==> src/rtl/core/sui_pkg.sv <==
// Shared types and constants of the stack instruction unit.
package sui_pkg;

    localparam int          CFG_W        = 13;
    localparam logic [12:0] MEM_SIZE_RST = 13'd4096;
    localparam int          REG_COUNT    = 15;
    localparam logic [3:0]  SP_IDX       = 4'd4;
    localparam logic [63:0] QUAD_STEP    = 64'd8;

    localparam logic [2:0] MODE_CALL = 3'd0;
    localparam logic [2:0] MODE_RET  = 3'd1;
    localparam logic [2:0] MODE_PUSH = 3'd2;
    localparam logic [2:0] MODE_POP  = 3'd3;
    localparam logic [2:0] MODE_LOAD = 3'd4;

    typedef enum logic [2:0] {
        OP_CALL,
        OP_RET,
        OP_PUSH,
        OP_POP,
        OP_LOAD,
        OP_BAD
    } t_op;

    typedef struct packed {
        t_op         op;
        logic        st;
        logic        ld;
        logic [3:0]  reg_a;
        logic [63:0] val_c;
        logic [63:0] val_p;
    } t_item;

    typedef struct packed {
        logic rd;
        logic wr;
    } t_mem_ctl;

endpackage

==> src/rtl/core/sui_back.sv <==
// Back end: register file, stack pointer and program counter, execution and result register.
module sui_back
    import sui_pkg::*;
#(
    parameter int MEM_BYTES = 4096
)
(
    input  logic                                 i_clk,
    input  logic                                 i_rst_n,
    input  logic                                 i_cfg_valid,
    input  logic [CFG_W-1:0]                     i_cfg_data,
    input  logic                                 i_head_valid,
    input  t_item                                i_head,
    output logic                                 o_pop,
    output t_mem_ctl                             o_mem_ctl,
    output logic [$clog2((MEM_BYTES+7)/8)-1:0]   o_mem_row,
    output logic [2:0]                           o_mem_off,
    output logic [63:0]                          o_mem_wdata,
    input  logic [63:0]                          i_mem_rdata,
    input  logic                                 i_mem_busy,
    output logic                                 o_out_valid,
    input  logic                                 i_out_stall,
    output logic                                 o_ok,
    output logic [63:0]                          o_next_pc,
    output logic [63:0]                          o_stack_pointer
);

    localparam int AWID = $clog2(MEM_BYTES);
    localparam int LW   = (AWID + 1 > CFG_W) ? AWID + 1 : CFG_W;
    localparam int ROWS = (MEM_BYTES + 7) / 8;
    localparam int RW   = $clog2(ROWS);

    typedef enum logic [1:0] {
        ST_ISSUE  = 2'b01,
        ST_FINISH = 2'b10
    } t_bstate;

    t_bstate           r_state;
    logic [63:0]       r_regs [REG_COUNT];
    logic [63:0]       r_pc;
    logic [CFG_W-1:0]  r_mem_size;
    t_item             r_ex;
    logic              r_inb;
    logic              r_out_valid;
    logic              r_ok;
    logic [63:0]       r_out_pc;
    logic [63:0]       r_out_sp;

    logic [63:0] sp;
    logic [63:0] sp_dec;
    logic [63:0] sp_inc;
    logic [63:0] addr;
    logic [63:0] rd_a;
    logic [LW-1:0] size_ext;
    logic [LW-1:0] lim;
    logic        inb;
    logic        issue;
    logic        finish;
    logic [63:0] ld_val;
    logic [63:0] n_pc;
    logic [63:0] n_sp;
    logic        n_ok;
    logic        rf_we;
    logic [63:0] rf_val;

    assign sp     = r_regs[SP_IDX];
    assign sp_dec = sp - QUAD_STEP;
    assign sp_inc = sp + QUAD_STEP;

    assign issue  = (r_state == ST_ISSUE) && i_head_valid && !i_mem_busy;
    assign finish = (r_state == ST_FINISH) && (!r_out_valid || !i_out_stall);
    assign o_pop  = issue;

    assign addr = i_head.st ? sp_dec : sp;
    assign rd_a = (i_head.reg_a < 4'(REG_COUNT)) ? r_regs[i_head.reg_a] : 64'd0;

    // Sizes above the physical memory act as the physical size; the check never wraps.
    assign size_ext = LW'(r_mem_size);
    assign lim      = (size_ext > LW'(MEM_BYTES)) ? LW'(MEM_BYTES) : size_ext;
    assign inb      = (addr[63:LW] == '0)
                   && (({1'b0, addr[LW-1:0]} + (LW+1)'(8)) <= {1'b0, lim});

    assign o_mem_ctl.wr = issue && i_head.st && inb;
    assign o_mem_ctl.rd = issue && i_head.ld && inb;
    assign o_mem_row    = addr[RW+2:3];
    assign o_mem_off    = addr[2:0];
    // Pushing the stack pointer stores its decremented value.
    assign o_mem_wdata  = (i_head.op == OP_CALL) ? i_head.val_p :
                          (i_head.reg_a == SP_IDX) ? sp_dec : rd_a;

    assign ld_val = r_inb ? i_mem_rdata : 64'd0;

    always_comb begin
        n_pc   = r_pc;
        n_sp   = sp;
        n_ok   = r_inb;
        rf_we  = 1'b0;
        rf_val = ld_val;
        case (r_ex.op)
            OP_CALL: begin
                n_sp = sp_dec;
                n_pc = r_ex.val_c;
            end
            OP_RET: begin
                n_pc = ld_val;
                n_sp = sp_inc;
            end
            OP_PUSH: begin
                n_pc = r_ex.val_p;
                n_sp = sp_dec;
            end
            OP_POP: begin
                n_pc  = r_ex.val_p;
                n_sp  = sp_inc;
                rf_we = (r_ex.reg_a != SP_IDX) && (r_ex.reg_a < 4'(REG_COUNT));
            end
            OP_LOAD: begin
                n_ok   = 1'b1;
                rf_val = r_ex.val_c;
                if (r_ex.reg_a == SP_IDX) begin
                    n_sp = r_ex.val_c;
                end else begin
                    rf_we = (r_ex.reg_a < 4'(REG_COUNT));
                end
            end
            default: begin
                n_ok = 1'b0;
            end
        endcase
    end

    always_ff @(posedge i_clk) begin
        if (issue) begin
            r_ex  <= i_head;
            r_inb <= inb;
        end
        if (finish) begin
            r_ok     <= n_ok;
            r_out_pc <= n_pc;
            r_out_sp <= n_sp;
        end
    end

    always_ff @(posedge i_clk) begin
        if (!i_rst_n) begin
            r_state     <= ST_ISSUE;
            r_pc        <= '0;
            r_mem_size  <= MEM_SIZE_RST;
            r_out_valid <= 1'b0;
            for (int i = 0; i < REG_COUNT; i++) begin
                r_regs[i] <= '0;
            end
        end else begin
            if (i_cfg_valid) begin
                r_mem_size <= i_cfg_data;
            end
            case (r_state)
                ST_ISSUE: begin
                    if (issue) begin
                        r_state <= ST_FINISH;
                    end
                end
                ST_FINISH: begin
                    if (finish) begin
                        r_state <= ST_ISSUE;
                    end
                end
                default: begin
                    r_state <= ST_ISSUE;
                end
            endcase
            if (finish) begin
                r_pc           <= n_pc;
                r_regs[SP_IDX] <= n_sp;
                // The general write never targets the stack pointer.
                if (rf_we) begin
                    r_regs[r_ex.reg_a] <= rf_val;
                end
                r_out_valid <= 1'b1;
            end else if (!i_out_stall) begin
                r_out_valid <= 1'b0;
            end
        end
    end

    assign o_out_valid     = r_out_valid;
    assign o_ok            = r_ok;
    assign o_next_pc       = r_out_pc;
    assign o_stack_pointer = r_out_sp;

    a_hold_on_stall: assert property (@(posedge i_clk) disable iff (!i_rst_n)
        r_state == ST_FINISH && r_out_valid && i_out_stall |=> r_state == ST_FINISH)
        else $error("item retired while the result register was stalled");

    a_call_moves_sp: assert property (@(posedge i_clk) disable iff (!i_rst_n)
        finish && r_ex.op == OP_CALL |=> r_regs[SP_IDX] == $past(r_regs[SP_IDX]) - QUAD_STEP)
        else $error("call did not lower the stack pointer by one quad");

    a_no_access_clearing: assert property (@(posedge i_clk) disable iff (!i_rst_n)
        i_mem_busy |-> !o_pop && !o_mem_ctl.rd && !o_mem_ctl.wr)
        else $error("memory access during the clearing pass");

endmodule

==> config.mk <==
export PLATFORM = sky130hd
export DESIGN_NAME = sui_back
export DESIGN_NICKNAME = d
export VERILOG_FILES = /design/src/rtl/core/sui_pkg.sv /design/src/rtl/core/sui_back.sv
export SDC_FILE = /design/constraint.sdc
export NUM_CORES = 2
export LEC_CHECK = 0
export ABC_AREA = 0
export BUFFER_PORTS_ARGS = -buffer_cell sky130_fd_sc_hd__buf_2
export CORE_UTILIZATION = 45
export CTS_BUF_LIST = sky130_fd_sc_hd__clkbuf_2
export DETAILED_ROUTE_END_ITERATION = 8
export PLACE_DENSITY = 0.65
export SLEW_MARGIN = 20
export SYNTH_ARGS = -nofsm -noshare
export SYNTH_HDL_FRONTEND = slang
export SYNTH_SLANG_ARGS = --single-unit
==> constraint.sdc <==
create_clock -name i_clk -period 5.5 [get_ports i_clk]
set_input_delay 0.55 -clock i_clk [delete_from_list [all_inputs] [get_ports i_clk]]
set_output_delay 0.55 -clock i_clk [all_outputs]
set_load 0.02 [all_outputs]
* After elaboration in Yosys (flattened, before gate mapping)
Memory sizes are Yosys's and may differ from the RTL's.
Index checks and enable logic that the tools add are counted.
** Word-level totals
- Register bits after elaboration :: 345
- RAM bits :: 960
- Input bits :: 220
- Output and inout port bits :: 209
- Memories kept :: 1
** Operators by class
- $add $sub $neg :: 3
- $lt $le $gt $ge :: 4
- Eq/ne operators :: 12
- Multiplexer cells :: 30
- Bitwise operators :: 1
- Reduce and logical (&&, ||, !) cells :: 22
** Memories
- r_regs :: words 15, bits a word 64, read ports 2, clocked after Yosys merged registers in 0, write ports 15, RTL line sui_back.sv:39 : logic [63:0] r_regs [REG_COUNT];
** Operators by type and width (count)
- $mux W64 :: 9
- $pmux W64 S3 :: 2
- $add A64 B4 Y64 const B :: 1
- $reduce_or A64 Y1 :: 1
- $sub A64 B4 Y64 const B :: 1
- $logic_not A51 Y1 :: 1
- $add A13 B4 Y14 const B :: 1
- $le A14 B13 Y1 :: 1
- $gt A13 B13 Y1 const B :: 1
- $mux W13 :: 1
- $mux W1 :: 12
- $logic_and A1 B1 Y1 :: 9
- $eq A4 B3 Y1 const B :: 2
- $lt A4 B4 Y1 const B :: 2
- $eq A3 B2 Y1 const B :: 2
- $logic_not A3 Y1 :: 2
- $reduce_or A2 Y1 :: 3
- $mux W2 :: 2
- $mux W4 :: 1
- $ne A2 B2 Y1 const B :: 2
- $ne A4 B3 Y1 const B :: 1
- $pmux W1 S2 :: 2
- $pmux W2 S2 :: 1
- $reduce_or A4 Y1 :: 1
- other kinds (9) :: 11

* Logic depth before layout (Yosys ltp)
- Depth in word-level cells :: 9
- Depth in mapped cells :: 17

* Worst setup path after synthesis
No wires, ideal clock.
- Path type :: input port to flip-flop
- Start point :: input port i_out_stall
- End point :: memory r_regs[4][34], data pin
- Arrival time :: 4.958 ns
- Required time :: 5.338 ns
- Slack :: 0.381 ns
- Stages :: 5
- Path buffers :: 1
- Path through :: nand2_1 > nand2b_1 > inv_1 > clkbuf_1 > and3_1
** RTL lines
- start, declared :: RTL line sui_back.sv:22 : input logic i_out_stall,
- end, declared :: RTL line sui_back.sv:39

==> metrics.md <==
| Metric | Value |
|---|---|
| I/O pin cnt | `approximately 430` |
| TritonCTS buffer count | `366` |
| Avg WL per Cell | `between 20 and 30 µm` |
| Placeable core area | `around 140000 µm²` |
| Final Setup Violations | `2` |
| Port Buf Inserts | `about 430` |
| Die width | `approximately 380 µm` |
| #FFs+latches synth | `approximately 1400` |
| Static leakage | `slightly below 30 nW` |
| Number of enable flip-flop cells after synthesis | `about 1300` |
| Post-route ant nets | `0` |
| Slowest cell on crit path | `or4_4` |
| Run status | `complete, but fails checks` |
| Die Y | `~380 µm` |
| Clock Latency Late Sink | `between 1.5 and 2 ns` |
| Sequential Power Share | `54.8%` |
| Worst Tran Pin Value | `~1.2 ns` |
| Grt total ovfl | `0` |
| Crit-path max FO | `5` |
| Max-Cap Viols | `0` |
| Delay-heaviest family, CP | `simple AND/OR/NAND/NOR gates` |
| DR vias/cell | `between 6 and 7` |
| Synth-to-layout area growth | `23.43%` |
| Max Slew Vio Count | `0` |
| Fin nets | `6449` |
| GRT Total Usage | `about a third` |
| Synth Cell Area | `63580 µm²` |
| Placed cell area | `68570 µm²` |
| Hpwl dp | `around 150 mm` |
| Primary FF master, synth | `edfxtp_1` |
| Pwr dens | `275.8 nW/µm²` |
| Final Hold Violating Endpoints | `0` |
| Initial Util | `approximately 45%` |
| DR iter-0 viols | `roughly 8000` |
| Int Pwr | `15.50 mW` |
| Sequential share of the synthesized area | `63.39%` |
| Final std cell area, no fill | `between 70000 and 80000 µm²` |
| Clk pwr share | `around 33%` |
| DRC Markers | `0` |
| CP bufs+invs | `1` |
| Worst EP arrival | `~5.6 ns` |
| Pre-Repair DR Iteration Count | `6` |
| Crit start category | `flop` |
| WS Path Type | `flop to primary output` |
| Max incr delay on CP | `roughly 0.56 ns` |
| Layout cell share with drive strength beyond 1 | `27.10%` |
| Die Area | `between 100000 and 150000 µm²` |
| Standard-cell row count | `~140` |
| Final core occ | `between 50% and 60%` |
| Crit-path cells | `nor4_4 > nand4_2 > or2_4 > nor3_1 > xor2_1 > or4_4 > or4_4 > or4_4 > a2111oi_4 > buf_4` |
| Worst setup EP type | `primary output` |
| Relative slew slack | `a little under a fifth` |
| Failing checks | `negative setup slack` |
| Synth Warn # | `0` |
| Tot Pwr | `21.64 mW` |
| Vias in the first global route | `between 40000 and 50000` |
| Max Fclk | `~160 MHz` |
| Clock slew at reported path FFs | `about 0.13 ns` |
| First-pass GRT wire length | `between 300 and 400 mm` |
| Synth async-reset ratio | `0%` |
| Unrepaired setup endpoints after global routing | `true` |
| DRT Wirelength | `roughly 240 mm` |
| Vias | `around 50000` |
| Mapped Cells | `4988` |
| Tcrit/Tclk final | `112.4%` |
| CTS tree | `built` |
| Clock Path Buffers | `4` |
| Final worst slack | `-0.6827 ns` |
| Synth cell types | `86` |
| Initial antenna violation count | `28` |
| Largest net degree at the start of global routing | `approximately 150` |
| CP dominant cell by count | `or4_4` |
| Root buffer cell | `clkbuf_2` |
| Switching Share | `roughly 28%` |
| CTS Sinks | `about 1400` |
| Worst Clk Skew | `0.2908 ns` |
| WP data required | `4.95 ns` |
| Logic pwr share | `between 10% and 20%` |
| Period minus WS final | `~6.2 ns` |
| VDD IR max | `between 150 and 200 µV` |
| Worst hold path class | `primary input to flop` |
| Synth Area per Inst | `between 10 and 15 µm²` |
| RePlAce Congestion | `~0.99` |
| Htree depth | `5` |
| NetSw | `slightly above 6 mW` |
==> sequential cells by signal, summed over array words and instances (netlist names) <==
name,cells
o_ok,1
o_stack_pointer,64
r_pc,64
r_mem_size,13
r_ex,135
o_out_valid,1
r_state,2
r_regs,1024
r_inb,1
o_next_pc,64
==> power by group through the flow <==
stage               Clock [mW]  Combinational, mW  Sequential (mW)
finish                    7.08               2.70             11.9
global route              7.62               2.80             11.9
CTS                       7.08               2.56             11.9
detailed placement           0               2.21             12.1
global placement             0               2.20             12.1
floorplan                    0               1.28             12.0
==> cell usage in the layout (no fill, tap or decap), drive strengths merged, types with 9 or more instances in the layout <==
cell type	synthesis	final
a21boi	71	71
a21oi	185	185
a22oi	76	76
a2bb2oi	12	12
a31oi	22	22
and2	9	9
and3	50	50
buf	76	671
clkbuf	379	541
clkinv	0	67
conb	1	64
dfxtp	80	80
diode	0	10
dlygate4sd3	0	577
edfxtp	1289	1289
ha	16	16
inv	94	99
mux2i	31	31
mux4	320	320
nand2	436	436
nand3	64	64
nand4	28	28
nor2	1143	1143
nor2b	41	41
nor3	57	57
nor4	24	24
o211ai	63	63
o21a	73	73
o21ai	141	141
or3	10	10
or4	12	12
xnor2	45	45
xor2	39	39
==> per-stage QoR <==
stage / setup slack, ns / instances / hold slack, ns / setup TNS, ns
2_1_floorplan: 0.3808 / 5051 / 0.4410 / 0
3_3_place_gp: 0.3644 / 7092 / 0.4517 / 0
3_5_place_dp: 0.3668 / 7092 / 0.4596 / 0
4_1_cts: -0.9415 / 8314 / 0.0007189 / -1.958
5_1_grt: -0.9195 / 8344 / 0.08711 / -2.052
6_report: -0.6827 / 8348 / 0.2231 / -1.309
==> synthesized netlist by cell type (9+ instances only) <==
library cell / count / share of area (%)
a21boi_0: 70 / 0.83
a21oi_1: 185 / 1.5
a22oi_1: 76 / 0.90
a2bb2oi_1: 12 / 0.17
a31oi_1: 22 / 0.22
and2_1: 9 / 0.089
and3_1: 50 / 0.49
buf_1: 45 / 0.27
buf_2: 17 / 0.13
buf_4: 11 / 0.13
clkbuf_1: 379 / 2.2
dfxtp_1: 80 / 2.5
edfxtp_1: 1289 / 61
ha_1: 16 / 0.31
inv_1: 92 / 0.54
mux2i_1: 31 / 0.49
mux4_2: 320 / 11
nand2_1: 433 / 2.6
nand3_1: 64 / 0.50
nand4_1: 26 / 0.26
nor2_1: 1143 / 6.7
nor2b_1: 41 / 0.40
nor3_1: 53 / 0.42
nor4_1: 17 / 0.17
o211ai_1: 63 / 0.74
o21a_1: 73 / 0.86
o21ai_0: 139 / 1.1
or3_1: 10 / 0.098
or4_1: 10 / 0.12
xnor2_1: 42 / 0.58
xor2_1: 39 / 0.54
==> layout make-up <==
class,instances,area (µm²)
Clock inverter,77,386.6
Clock buffer,540,2703
Sequential cell,1369,40310
Tap cell,1876,2347
Fill cell,11430,61390
Timing Repair Buffer,1249,10110
Multi-Input combinational cell,3133,22230
Antenna cell,10,25.02
Inverter,94,370.4
==> worst reg2reg max path, stage by stage, from the launching register on <==
cell,delay [ns]
edfxtp_1,0.57
buf_4,0.62
a21oi_1,0.28
or2_2,0.41
nor3_1,0.63
nand3_4,0.42
nand2_4,0.49
buf_4,0.49
==> timing repair <==
item | 4_1_cts | 5_1_grt
pin swaps | 26 | 15
hold endpoints to repair | 1598 | 0
hold buffers | 577 | 0
gates cloned | 0 | 0
gates resized for setup | 55 | 58
setup buffers | 28 | 22
setup endpoints to repair | 33 | 21
==> logic make-up after synthesis <==
group | Yosys count | share of synthesized area [%]
multiplexers | 357 | 11.93
other | 1 | 0.005898
adder cells (fa/ha/maj) | 16 | 0.3148
AO/OA/AOI/OAI | 706 | 7.157
XOR/XNOR | 84 | 1.192
buffers and inverters | 549 | 3.375
AND/OR/NAND/NOR | 1906 | 12.63
flip-flops | 1369 | 63.39
==> per-layer routing <==
| metal | global-route usage [%] | routed length [µm] |
|---|---|---|
| met2 | 51.82 | 109900 |
| met4 | 16.00 | 12180 |
| met5 | 0 | 115 |
| met1 | 43.68 | 87740 |
| met3 | 11.16 | 34810 |
==> path summary, 6_finish.rpt <==
path                                              start                      endpoint  slack [ns]  cells past startpoint
worst max-delay path            r_regs[4][19]$_DFFE_PP_                  o_mem_ctl[1]       -0.68                     10
worst min register to register     r_pc[9]$_SDFFE_PN0P_          r_pc[9]$_SDFFE_PN0P_        0.47                      2
worst max register to register      r_ex[135]$_DFFE_PP_  r_regs[13][25]$_SDFFCE_PN0P_        1.13                      7
worst min-delay path                          i_head[4]             r_ex[4]$_DFFE_PP_        0.22                      3
Note: power is estimated with default switching activity, not from simulation.
