==> config.mk <==
export PLATFORM = sky130hd
export DESIGN_NAME = sui_front
export DESIGN_NICKNAME = d
export VERILOG_FILES = /design/src/rtl/core/sui_pkg.sv /design/src/rtl/core/sui_front.sv
export SDC_FILE = /design/constraint.sdc
export NUM_CORES = 1
export LEC_CHECK = 0
export ABC_AREA = 0
export BUFFER_PORTS_ARGS = -buffer_cell sky130_fd_sc_hd__buf_2
export CAP_MARGIN = 30
export CELL_PAD_IN_SITES_DETAIL_PLACEMENT = 1
export CELL_PAD_IN_SITES_GLOBAL_PLACEMENT = 2
export CORE_ASPECT_RATIO = 0.6
export CORE_UTILIZATION = 34
export DETAILED_ROUTE_END_ITERATION = 12
export GPL_TIMING_DRIVEN = 1
export PLACE_DENSITY = 0.85
export SYNTH_ARGS = -nofsm -noshare
export SYNTH_HDL_FRONTEND = slang
export SYNTH_SLANG_ARGS = --single-unit
==> constraint.sdc <==
create_clock -name i_clk -period 7 [get_ports i_clk]
set_input_delay 0.7 -clock i_clk [delete_from_list [all_inputs] [get_ports i_clk]]
set_output_delay 0.7 -clock i_clk [all_outputs]
set_load 0.02 [all_outputs]
==> src/rtl/core/sui_pkg.sv <==
// Shared types and constants of the stack instruction unit.
package sui_pkg;

    localparam int          CFG_W        = 13;
    localparam logic [12:0] MEM_SIZE_RST = 13'd4096;
    localparam int          REG_COUNT    = 15;
    localparam logic [3:0]  SP_IDX       = 4'd4;
    localparam logic [63:0] QUAD_STEP    = 64'd8;

    localparam logic [2:0] MODE_CALL = 3'd0;
    localparam logic [2:0] MODE_RET  = 3'd1;
    localparam logic [2:0] MODE_PUSH = 3'd2;
    localparam logic [2:0] MODE_POP  = 3'd3;
    localparam logic [2:0] MODE_LOAD = 3'd4;

    typedef enum logic [2:0] {
        OP_CALL,
        OP_RET,
        OP_PUSH,
        OP_POP,
        OP_LOAD,
        OP_BAD
    } t_op;

    typedef struct packed {
        t_op         op;
        logic        st;
        logic        ld;
        logic [3:0]  reg_a;
        logic [63:0] val_c;
        logic [63:0] val_p;
    } t_item;

    typedef struct packed {
        logic rd;
        logic wr;
    } t_mem_ctl;

endpackage

==> src/rtl/core/sui_front.sv <==
// Front end: accepts input items, classifies them and queues them for execution.
module sui_front
    import sui_pkg::*;
(
    input  logic        i_clk,
    input  logic        i_rst_n,
    input  logic        i_in_valid,
    output logic        o_in_stall,
    input  logic [2:0]  i_mode,
    input  logic [3:0]  i_reg_a,
    input  logic [63:0] i_val_c,
    input  logic [63:0] i_val_p,
    input  logic        i_hold,
    input  logic        i_pop,
    output logic        o_head_valid,
    output t_item       o_head
);

    localparam int QD = 2;
    localparam int PW = $clog2(QD);
    localparam int CW = $clog2(QD + 1);

    t_item          r_q [QD];
    logic [PW-1:0]  r_wp;
    logic [PW-1:0]  r_rp;
    logic [CW-1:0]  r_cnt;
    t_item          dec;
    logic           push;

    always_comb begin
        dec       = '0;
        dec.reg_a = i_reg_a;
        dec.val_c = i_val_c;
        dec.val_p = i_val_p;
        case (i_mode)
            MODE_CALL: begin
                dec.op = OP_CALL;
                dec.st = 1'b1;
            end
            MODE_RET: begin
                dec.op = OP_RET;
                dec.ld = 1'b1;
            end
            MODE_PUSH: begin
                dec.op = OP_PUSH;
                dec.st = 1'b1;
            end
            MODE_POP: begin
                dec.op = OP_POP;
                dec.ld = 1'b1;
            end
            MODE_LOAD: begin
                dec.op = OP_LOAD;
            end
            default: begin
                dec.op = OP_BAD;
            end
        endcase
    end

    assign o_in_stall   = (r_cnt == CW'(QD)) || i_hold;
    assign push         = i_in_valid && !o_in_stall;
    assign o_head_valid = (r_cnt != '0);
    assign o_head       = r_q[r_rp];

    always_ff @(posedge i_clk) begin
        if (push) begin
            r_q[r_wp] <= dec;
        end
    end

    always_ff @(posedge i_clk) begin
        if (!i_rst_n) begin
            r_wp  <= '0;
            r_rp  <= '0;
            r_cnt <= '0;
        end else begin
            if (push) begin
                r_wp <= r_wp + PW'(1);
            end
            if (i_pop) begin
                r_rp <= r_rp + PW'(1);
            end
            case ({push, i_pop})
                2'b10:   r_cnt <= r_cnt + CW'(1);
                2'b01:   r_cnt <= r_cnt - CW'(1);
                default: r_cnt <= r_cnt;
            endcase
        end
    end

    a_no_overflow: assert property (@(posedge i_clk) disable iff (!i_rst_n)
        r_cnt == CW'(QD) && !i_pop |=> r_cnt == CW'(QD))
        else $error("queue count moved past full");

    a_pop_needs_item: assert property (@(posedge i_clk) disable iff (!i_rst_n)
        i_pop |-> o_head_valid)
        else $error("pop from an empty queue");

endmodule

[Word-level counts from Yosys, hierarchy flattened]
Memories as Yosys holds them, arrays and structs flattened. A register that Yosys moved wholly into a read port is not among the register bits.
Index checks and enable logic that the tools add are counted.
Operators by class
  equal/unequal tests: 7
  mux-type cells: 8
  reductions and logical operators: 8
  add/subtract/negate cells: 4
Operators with widths (count)
  3-bit case mux with 5 select lines: 1
  3-bit by 2-bit == test with 1-bit output, second input constant: 2
  1-bit 2-to-1 mux: 6
  2-bit == test, second input constant: 2
  2-bit case mux with 2 select lines: 1
  2-bit nonzero test: 2
  2-bit OR reduction: 2
  3-bit by 1-bit == test with 1-bit output, second input constant: 1
  3-bit == test, second input constant: 1
  3-bit logical NOT: 1
  1-bit adder, second input constant: 2
  2-bit by 1-bit adder with 2-bit output, second input constant: 1
  2-bit by 1-bit == test with 1-bit output, second input constant: 1
  2-bit by 1-bit subtractor with 2-bit output, second input constant: 1
  1-bit logical AND: 1
  1-bit logical NOT: 1
  1-bit logical OR: 1
Word-level totals
  word-level logic and storage cells: 31
  output and inout port bits: 139
  memories: 1
  RAM bits: 274
  input bits: 140
  register bits after elaboration: 4
Memory list
  r_q: depth 2, bits a word 137, rd ports 1, clocked after Yosys merged registers in 1, wr ports 1, line sui_front.sv:23  | t_item r_q [QD];

[Depth between registers and ports, before layout]
Gate-level depths: netlist of run 1.
  word-level depth: 6
  gate-level depth with buffers: 6
  gate-level depth less buffers: 6

[Worst setup path after synthesis of run 1]
Ideal clock, no wire load.
  path kind: input port to flip-flop
  start point: input i_hold
  end point: memory r_q[0][0] (netlist name) (enable)
  setup time: 0.636 ns
  buffers on the path: 0
  arrival time: 6.638 ns
  cell stages on the path: 2
  data required time: 6.364 ns
  setup slack: -0.273 ns
  cells stage by stage: nand3b_1 nor2_1
On the way
  longest elaborated chain between the ends: 5
Ends and longest elaborated chain
  from (decl): line sui_front.sv:13  | input logic i_hold,
  1-bit logical OR: line sui_front.sv:61  | assign o_in_stall = (r_cnt == CW'(QD)) || i_hold;
  1-bit logical NOT: line sui_front.sv:62  | assign push = i_in_valid && !o_in_stall;
  1-bit logical AND: line sui_front.sv:62
  1-bit 2-to-1 mux: line sui_front.sv:67  | if (push) begin
  1-bit 2-to-1 mux (implied by the code): line sui_front.sv:68  | r_q[r_wp] <= dec;
  to (decl): line sui_front.sv:23
Every way passes these cells.

==> metrics.log, run 1 <==
INFO  metric groute.layer.met2.usage = 21.8%
INFO  metric post-route-util = 44.2%
INFO  metric synth-edff-count = approximately 270
INFO  metric yosys-top-cells-area = sky130_fd_sc_hd__edfxtp_1 (81%), sky130_fd_sc_hd__mux2_1 (15%), sky130_fd_sc_hd__dfxtp_1 (0.99%)
INFO  metric async_flop_share = 0%
INFO  metric static-leakage-power = between 4 and 5 nW
INFO  metric flip_flop_and_latch_count_after_synthesis = between 200 and 300
INFO  metric globalRouteMet1Util = 19.1%
INFO  metric grt_pass1_wl = 32100 um
INFO  metric ys_types = 22
INFO  metric core_area = between 20000 and 30000 um2
INFO  metric drt_pre_antenna_iters = 4
INFO  metric sequential_cell_area = 8330 um2
INFO  metric first_iter_violations = 227
INFO  metric worst_setup_path_start_kind = register
INFO  metric grt_util_met3 = around 4.1%
INFO  metric timing.critical_path.arrival = 2.23 ns
INFO  metric final_cell_count_no_fill = around 1.2k
INFO  metric end_kind = primary output
INFO  metric clkTransAtPathRegs = 0.07 ns
INFO  metric netlist.top_cell.by_area = sky130_fd_sc_hd__edfxtp_1
INFO  metric die_area = between 30000 and 40000 um2
INFO  metric syn_area = just over 10000 um2
INFO  metric finalHoldWorstSlack = 0.351 ns
INFO  metric post-synth-top-count-cell = sky130_fd_sc_hd__edfxtp_1
INFO  metric place_inst = around 1.1k
INFO  metric holdBufCountCts = 0
INFO  metric cp_slowest_cell = sky130_fd_sc_hd__buf_4
INFO  metric synth-seq-area-share = 82.3%
INFO  metric chipWidth = between 200 and 250 um
INFO  metric cts_tree = yes
INFO  metric most_used_routing_layer_in_global_routing = met2
INFO  metric mean_syn_cell_area = between 20 and 25 um2
INFO  metric grt_setup_unrepaired = no
INFO  metric antenna_violating_nets_post_route = 0
INFO  metric synth_top_cell_area_share = about four fifths
INFO  metric synthToLayoutAreaGrowth = 26.8%
INFO  metric synthCells = 456
INFO  metric detailed_place_hpwl = between 10000 and 15000 um
INFO  metric final_layout_size_suffix_gt1_share = 41.9%
INFO  metric holdCritPathClass = input pin to register
INFO  metric placementRows = 48
INFO  metric grt_antenna_before_repair = 3
INFO  metric crit_path_max_incr_delay = 0.67 ns
INFO  metric worst-setup-path-type = register to primary output
INFO  metric h-tree-depth = 1
INFO  metric post-route-cell-area = 12800 um2
INFO  metric timing_hold_violations_final = 0
INFO  metric ctsLongestPathBuffers = 3
INFO  metric final_nets = between 800 and 900
INFO  metric drt-total-wl = 21900 um
INFO  metric detail_route.wl_per_cell = 18.7 um
INFO  metric root_buffer = sky130_fd_sc_hd__clkbuf_16
INFO  metric maxCapViolations = 0
INFO  metric cts_post_setup_buffers_inserted = 0
INFO  metric grt_pass1_vias = 5513
INFO  metric synth_nets = 597
INFO  metric dpl_cell_area = between 10000 and 15000 um2
INFO  metric synthTopCellsByCount = sky130_fd_sc_hd__edfxtp_1 (274), sky130_fd_sc_hd__mux2_1 (137), sky130_fd_sc_hd__buf_2 (8)
INFO  metric timing.final.max_slew_violations = 0
INFO  metric dieHeight = ~140 um
INFO  metric power.density = just under 300 nW/um2
INFO  metric grt_use_total = around 14%
INFO  metric ios = around 280
INFO  metric total_number_of_yosys_warnings = 0
INFO  metric cp_top_family = buffers and inverters
INFO  metric ctsResizeCount = 0
INFO  metric timing.critical_path.buf_inv = 2
INFO  metric multiInputGateArea = about 1700 um2
INFO  metric timing.critical_path.cells = buf_4 > mux2_1 > buf_2
INFO  metric cp_data_required_time = between 6 and 7 ns
INFO  metric gp_congestion = between 0.7 and 0.8
INFO  metric fin_crit = between 2 and 3 ns
INFO  metric floorplan.initialDensity = between 30% and 40%
INFO  metric achievable-frequency = roughly 340 MHz
INFO  metric critical_path.max_fanout = 66
INFO  metric routed-via-count = roughly 5.3k
INFO  metric cts_buffers = 27
INFO  metric port_buffers = 278
INFO  metric final-setup-viol-count = 0
INFO  metric viasPerCell = roughly 4.5
INFO  metric global_route.overflow_total = 0
INFO  metric worstMarginPinSlew = roughly 0.95 ns
INFO  metric yosys_most_used_dff = sky130_fd_sc_hd__edfxtp_1
INFO  metric clk-insertion-delay-late = 0.53 ns
INFO  metric worst_ir_drop_vdd = ~0.16 mV
INFO  metric layout.filler_cells = around 2.9k
INFO  metric period_share = a little over two fifths
INFO  metric finalClockSkew = just under 0.01 ns
INFO  metric status = finished, final reports clean
INFO  metric grt_start_max_net_pins = between 100 and 150
INFO  metric clkSinkCount = between 200 and 300
INFO  metric drc = 0
INFO  metric slew_headroom = between 30 and 40%
[registers in the layout (all words and copies together), names as in the netlist, named ones only]
signal	count
r_rp	1
r_q	274
r_wp	1
r_cnt	2
[kinds of logic (layout without fill, tap and decap cells)]
group | Yosys count | in the layout | share of synthesized area (%)
AND/OR/NAND/NOR | 15 | 15 | 0.816
XOR/XNOR | 3 | 3 | 0.260
multiplexers | 138 | 138 | 15.3
other | 0 | 1 | 0
AO/OA/AOI/OAI | 3 | 3 | 0.198
buffers and inverters | 17 | 332 | 0.989
adder cells (fa/ha/maj) | 1 | 1 | 0.124
flip-flops | 279 | 279 | 82.3
[layer usage]
| layer | part of all wire (%) | vias to the layer above |
|---|---|---|
| met5 | 0.10 | - |
| met1 | 46 | 2651 |
| met4 | 1.9 | 4 |
| li1 | - | 2404 |
| met3 | 6.0 | 39 |
| met2 | 46 | 160 |
[where the power goes]
part / leakage [nW] / switching, mW / internal (mW)
sequential: 2.55 / 0.0173 / 1.93
clock: 0.383 / 0.591 / 0.740
combinational: 1.76 / 0.270 / 0.153
total: 4.70 / 0.879 / 2.82
[cells in the final DEF, fill, tap and decap left out, types with 3 or more instances in the layout]
cell type                   synthesis  routed
sky130_fd_sc_hd__clkbuf_1           1       6
sky130_fd_sc_hd__mux2_1           137     137
sky130_fd_sc_hd__and2_1             3       3
sky130_fd_sc_hd__clkinv_2           0       4
sky130_fd_sc_hd__buf_2              8     278
sky130_fd_sc_hd__edfxtp_1         274     274
sky130_fd_sc_hd__dfxtp_1            5       4
sky130_fd_sc_hd__buf_4              7       4
sky130_fd_sc_hd__clkbuf_16          0      27
sky130_fd_sc_hd__clkinv_1           0       6
[path summary, 6_finish.rpt]
kind	endpoint	slack, ns	cells past startpoint	start
max	o_head[83]	4.07	3	register
min	r_q[1][23]$_DFFE_PP_	0.35	1	i_val_p[23]
max reg2reg	r_q[1][75]$_DFFE_PP_	4.42	5	r_cnt[0]$_SDFFE_PN0P_
min reg2reg	r_cnt[1]$_SDFFE_PN0P_	0.53	2	r_cnt[1]$_SDFFE_PN0P_
[metrics by stage]
step | worst slack, ns | power (mW) | TNS [ns]
2_1_floorplan | -0.273 | 2.24 | -74.94
3_3_place_gp | 3.95 | 2.39 | 0
3_5_place_dp | 4.04 | 2.41 | 0
4_1_cts | 3.98 | 3.76 | 0
5_1_grt | 3.94 | 3.83 | 0
6_report | 4.07 | 3.70 | 0
[final cells by class]
type | instances | share of cell area, %
timing repair buffer | 285 | 11.7
clock buffer | 33 | 5.44
multi-input combinational | 160 | 13.3
inverter | 1 | 0.0293
antenna | 1 | 0.0195
sequential | 279 | 64.9
tap | 400 | 3.90
clock inverter | 13 | 0.692
No activity file was read; power rests on OpenSTA's default activity.
==> inputs of run 2 (changes only) <==
--- a/config.mk
+++ b/config.mk
@@ -5,16 +5,16 @@
 export SDC_FILE = /design/constraint.sdc
 export NUM_CORES = 1
 export LEC_CHECK = 0
-export ABC_AREA = 0
+export ABC_AREA = 1
 export BUFFER_PORTS_ARGS = -buffer_cell sky130_fd_sc_hd__buf_2
 export CAP_MARGIN = 30
 export CELL_PAD_IN_SITES_DETAIL_PLACEMENT = 1
 export CELL_PAD_IN_SITES_GLOBAL_PLACEMENT = 2
 export CORE_ASPECT_RATIO = 0.6
-export CORE_UTILIZATION = 34
+export CORE_UTILIZATION = 38
 export DETAILED_ROUTE_END_ITERATION = 12
 export GPL_TIMING_DRIVEN = 1
-export PLACE_DENSITY = 0.85
+export PLACE_DENSITY = 0.89
 export SYNTH_ARGS = -nofsm -noshare
 export SYNTH_HDL_FRONTEND = slang
 export SYNTH_SLANG_ARGS = --single-unit
==> constraint.sdc (replaced) <==
create_clock -name i_clk -period 2.9 [get_ports i_clk]
set_input_delay 0.29 -clock i_clk [delete_from_list [all_inputs] [get_ports i_clk]]
set_output_delay 0.29 -clock i_clk [all_outputs]
set_load 0.02 [all_outputs]
==> metrics.log, run 2 <==
INFO  metric grt_antenna_before_repair = 1 (-2)
INFO  metric grt_start_max_net_pins = 78 (-43%)
INFO  metric total_number_of_yosys_warnings = 0 (unchanged)
INFO  metric cts_post_setup_buffers_inserted = 0 (unchanged)
INFO  metric ios = 279 (unchanged)
INFO  metric grt_pass1_vias = 6539 (+19%)
INFO  metric chipWidth = 214 um (-4.8%)
INFO  metric holdPathStages = 2 (+1)
INFO  metric finalClockSkew = 0.0104 ns (+0.000484 ns)
INFO  metric timing.final.max_slew_violations = 0 (unchanged)
INFO  metric die_area = 27600 um2 (-9.4%)
INFO  metric totalNegativeSetupSlack = 0 ns (unchanged)
INFO  metric mean_syn_cell_area = 21.7 um2 (-2.1%)
INFO  metric synth-edff-count = 274 (unchanged)
INFO  metric detailed_place_hpwl = 14200 um (-3.9%)
INFO  metric viasPerCell = 4.60 (+2.6%)
INFO  metric final_layout_size_suffix_gt1_share = 50.2% (+8.3 points)
INFO  metric async_flop_share = 0% (unchanged)
INFO  metric worst_ir_drop_vdd = 0.633 mV (+290%)
INFO  metric yosys-top-cells-area = sky130_fd_sc_hd__edfxtp_1 (80%), sky130_fd_sc_hd__mux2_2 (15%), sky130_fd_sc_hd__clkbuf_8 (1.3%)
INFO  metric placementRows = 46 (-4.2%)
INFO  metric syn_area = 10200 um2 (+1.1%)
INFO  metric ctsResizeCount = 0 (unchanged)
INFO  metric static-leakage-power = 5.28 nW (+12%)
INFO  metric maxCapViolations = 0 (unchanged)
INFO  metric drt_pre_antenna_iters = 4 (unchanged)
INFO  metric synthTopCellsByCount = sky130_fd_sc_hd__edfxtp_1 (274), sky130_fd_sc_hd__mux2_2 (137), sky130_fd_sc_hd__nor2_1 (12)
INFO  metric most_used_routing_layer_in_global_routing = met2
INFO  metric root_buffer = sky130_fd_sc_hd__clkbuf_16
INFO  metric fin_crit = about 2.2 ns
INFO  metric cp_data_required_time = 2.61 ns (-3.69 ns)
INFO  metric grt_setup_unrepaired = no
INFO  metric dieHeight = 129 um (-4.8%)
INFO  metric worst_setup_path_start_kind = register
INFO  metric clk-insertion-delay-late = 0.53 ns (about the same)
INFO  metric slew_headroom = 68.3% (+31 points)
INFO  metric post-synth-top-count-cell = sky130_fd_sc_hd__edfxtp_1
INFO  metric globalRouteMet1Util = 20.7% (+1.6 points)
INFO  metric layout_commonest_cell = sky130_fd_sc_hd__buf_2
INFO  metric synthCells = 471 (+3.3%)
INFO  metric yosys_most_used_dff = sky130_fd_sc_hd__edfxtp_1
INFO  metric worstMarginPinSlew = 0.475 ns (-0.471 ns)
INFO  metric post-layout-total-power = 9.10 mW (+150%)
INFO  metric global_route.overflow_total = 0 (unchanged)
INFO  metric holdCritPathClass = input pin to register
INFO  metric clkSinkCount = 279 (unchanged)
INFO  metric ys_types = 15 (-32%)
INFO  metric cts_tree = yes
INFO  metric critical_path.max_fanout = 70 (+6.1%)
INFO  metric worst-setup-path-type = register to primary output
INFO  metric period_share = between 70 and 80%
INFO  metric core_area = 26400 um2 (-8.9%)
INFO  metric drt-total-wl = 25400 um (+16%)
INFO  metric r2r_cells = 5 (unchanged)
INFO  metric synthToLayoutAreaGrowth = 38.8%
INFO  metric clkTransAtPathRegs = 0.06 ns (about the same)
INFO  metric achievable-frequency = ~460 MHz
INFO  metric netlist.top_cell.by_area = sky130_fd_sc_hd__edfxtp_1
INFO  metric gp_congestion = 0.706 (about the same)
INFO  metric floorplan.initialDensity = 38.7% (+3.9 points)
INFO  metric grt_util_met3 = 5.53% (+1.5 points)
INFO  metric final-setup-viol-count = 0 (unchanged)
INFO  metric routed-via-count = 5912 (+12%)
INFO  metric grt_use_total = 17.9% (+4.0 points)
INFO  metric detail_route.wl_per_cell = 19.8 um (+5.8%)
INFO  metric h-tree-depth = 1 (unchanged)
INFO  metric port_buffers = 278 (unchanged)
INFO  metric flip_flop_and_latch_count_after_synthesis = 279 (unchanged)
INFO  metric layout.cells.most_common_list = sky130_fd_sc_hd__buf_2 (278), sky130_fd_sc_hd__edfxtp_1 (274), sky130_fd_sc_hd__mux2_2 (137), sky130_fd_sc_hd__dlygate4sd3_1 (135), sky130_fd_sc_hd__clkbuf_16 (27)
INFO  metric groute.layer.met2.usage = 32.1% (+10 points)
INFO  metric end_kind = primary output
INFO  metric ctsLongestPathBuffers = 3 (unchanged)
INFO  metric top_regs = r_q: 274 flops, r_cnt: 2 flops
INFO  metric synth_top_cell_area_share = 80.4% (-0.90 points)
INFO  metric timing.critical_path.arrival = 1.89 ns (-0.34 ns)
INFO  metric status = finished, final reports clean
INFO  metric holdBufCountCts = 135 (+135)
INFO  metric first_iter_violations = 217 (-4.4%)
INFO  metric synth-seq-area-share = 81.4% (-0.92 points)
INFO  metric largest-register = r_q
INFO  metric layout.filler_cells = 2505 (-12%)
INFO  metric drc = 0 (unchanged)
INFO  metric cts_buffers = 27 (unchanged)
INFO  metric power.density = 640 nW/um2 (+120%)
INFO  metric final_nets = 1044 (+17%)
INFO  metric antenna_violating_nets_post_route = 0 (unchanged)
INFO  metric timing_hold_violations_final = 0 (unchanged)
INFO  metric largest_register_ffs = 274 (unchanged)
INFO  metric grt_pass1_wl = 37200 um (+16%)
INFO  metric synth_nets = 612 (+2.5%)
run 2: stage by stage:
step	instance area, um2	setup WS [ns]	hold WS [ns]	std cells	util, %
final	14200	0.720	0.0768	1284	53.8
after global routing	14200	0.643	0.0439	1284	53.8
after CTS	14200	0.689	0.0295	1283	53.8
after detailed placement	12000	1.23	0.481	1099	45.5
after global placement	12000	1.27	0.477	1099	45.5
after floorplan	10300	-0.143	0.389	471	-
run 2: final cells by class:
cell class	count	area, um2	area share (%)
antenna	1	2.50	0.0176
clock buffer	35	706	4.97
clock inverter	14	118	0.828
inverter	9	37.5	0.264
multi-input combinational	167	1700	12.0
sequential	279	8330	58.6
tap	360	450	3.17
timing repair buffer	419	2860	20.1
run 2: kinds of logic after synthesis:
group	Yosys count	synth area share (%)
AOI/OAI and AO/OA	3	0.147
adders and majority gates	1	0.122
and+or+nand+nor	26	1.04
DFF	279	81.4
buffers and inverters	25	2.26
muxes	137	15.1
run 2: metal layers:
metal | part of all wire, % | vias to the layer above
li1 | - | 2712
met4 | 2.5 | 0
met1 | 39 | 2960
met2 | 52 | 190
met5 | 0 | -
met3 | 6.9 | 50
run 2: path summary, 6_finish.rpt:
check / start / end / slack, ns
max reg2reg: r_cnt[0]$_SDFFE_PN0P_ / r_q[1][40]$_DFFE_PP_ / 1.24
max: register / o_head[100] / 0.72
min: i_mode[0] / r_q[1][133]$_DFFE_PP_ / 0.08
min reg2reg: r_cnt[0]$_SDFFE_PN0P_ / r_cnt[0]$_SDFFE_PN0P_ / 0.51
run 2: power breakdown:
group | switching [mW] | total (mW) | internal [mW] | leakage [nW]
Clock | 1.49 | 3.38 | 1.89 | 0.398
Combinational | 0.588 | 1.06 | 0.473 | 2.33
Sequential | 0.0465 | 4.66 | 4.61 | 2.55
run 2: critical path, stage by stage (launching register included):
cell and delay (ns):
sky130_fd_sc_hd__dfxtp_4 0.37, sky130_fd_sc_hd__buf_12 0.33, sky130_fd_sc_hd__mux2_2 0.41, sky130_fd_sc_hd__buf_2 0.17
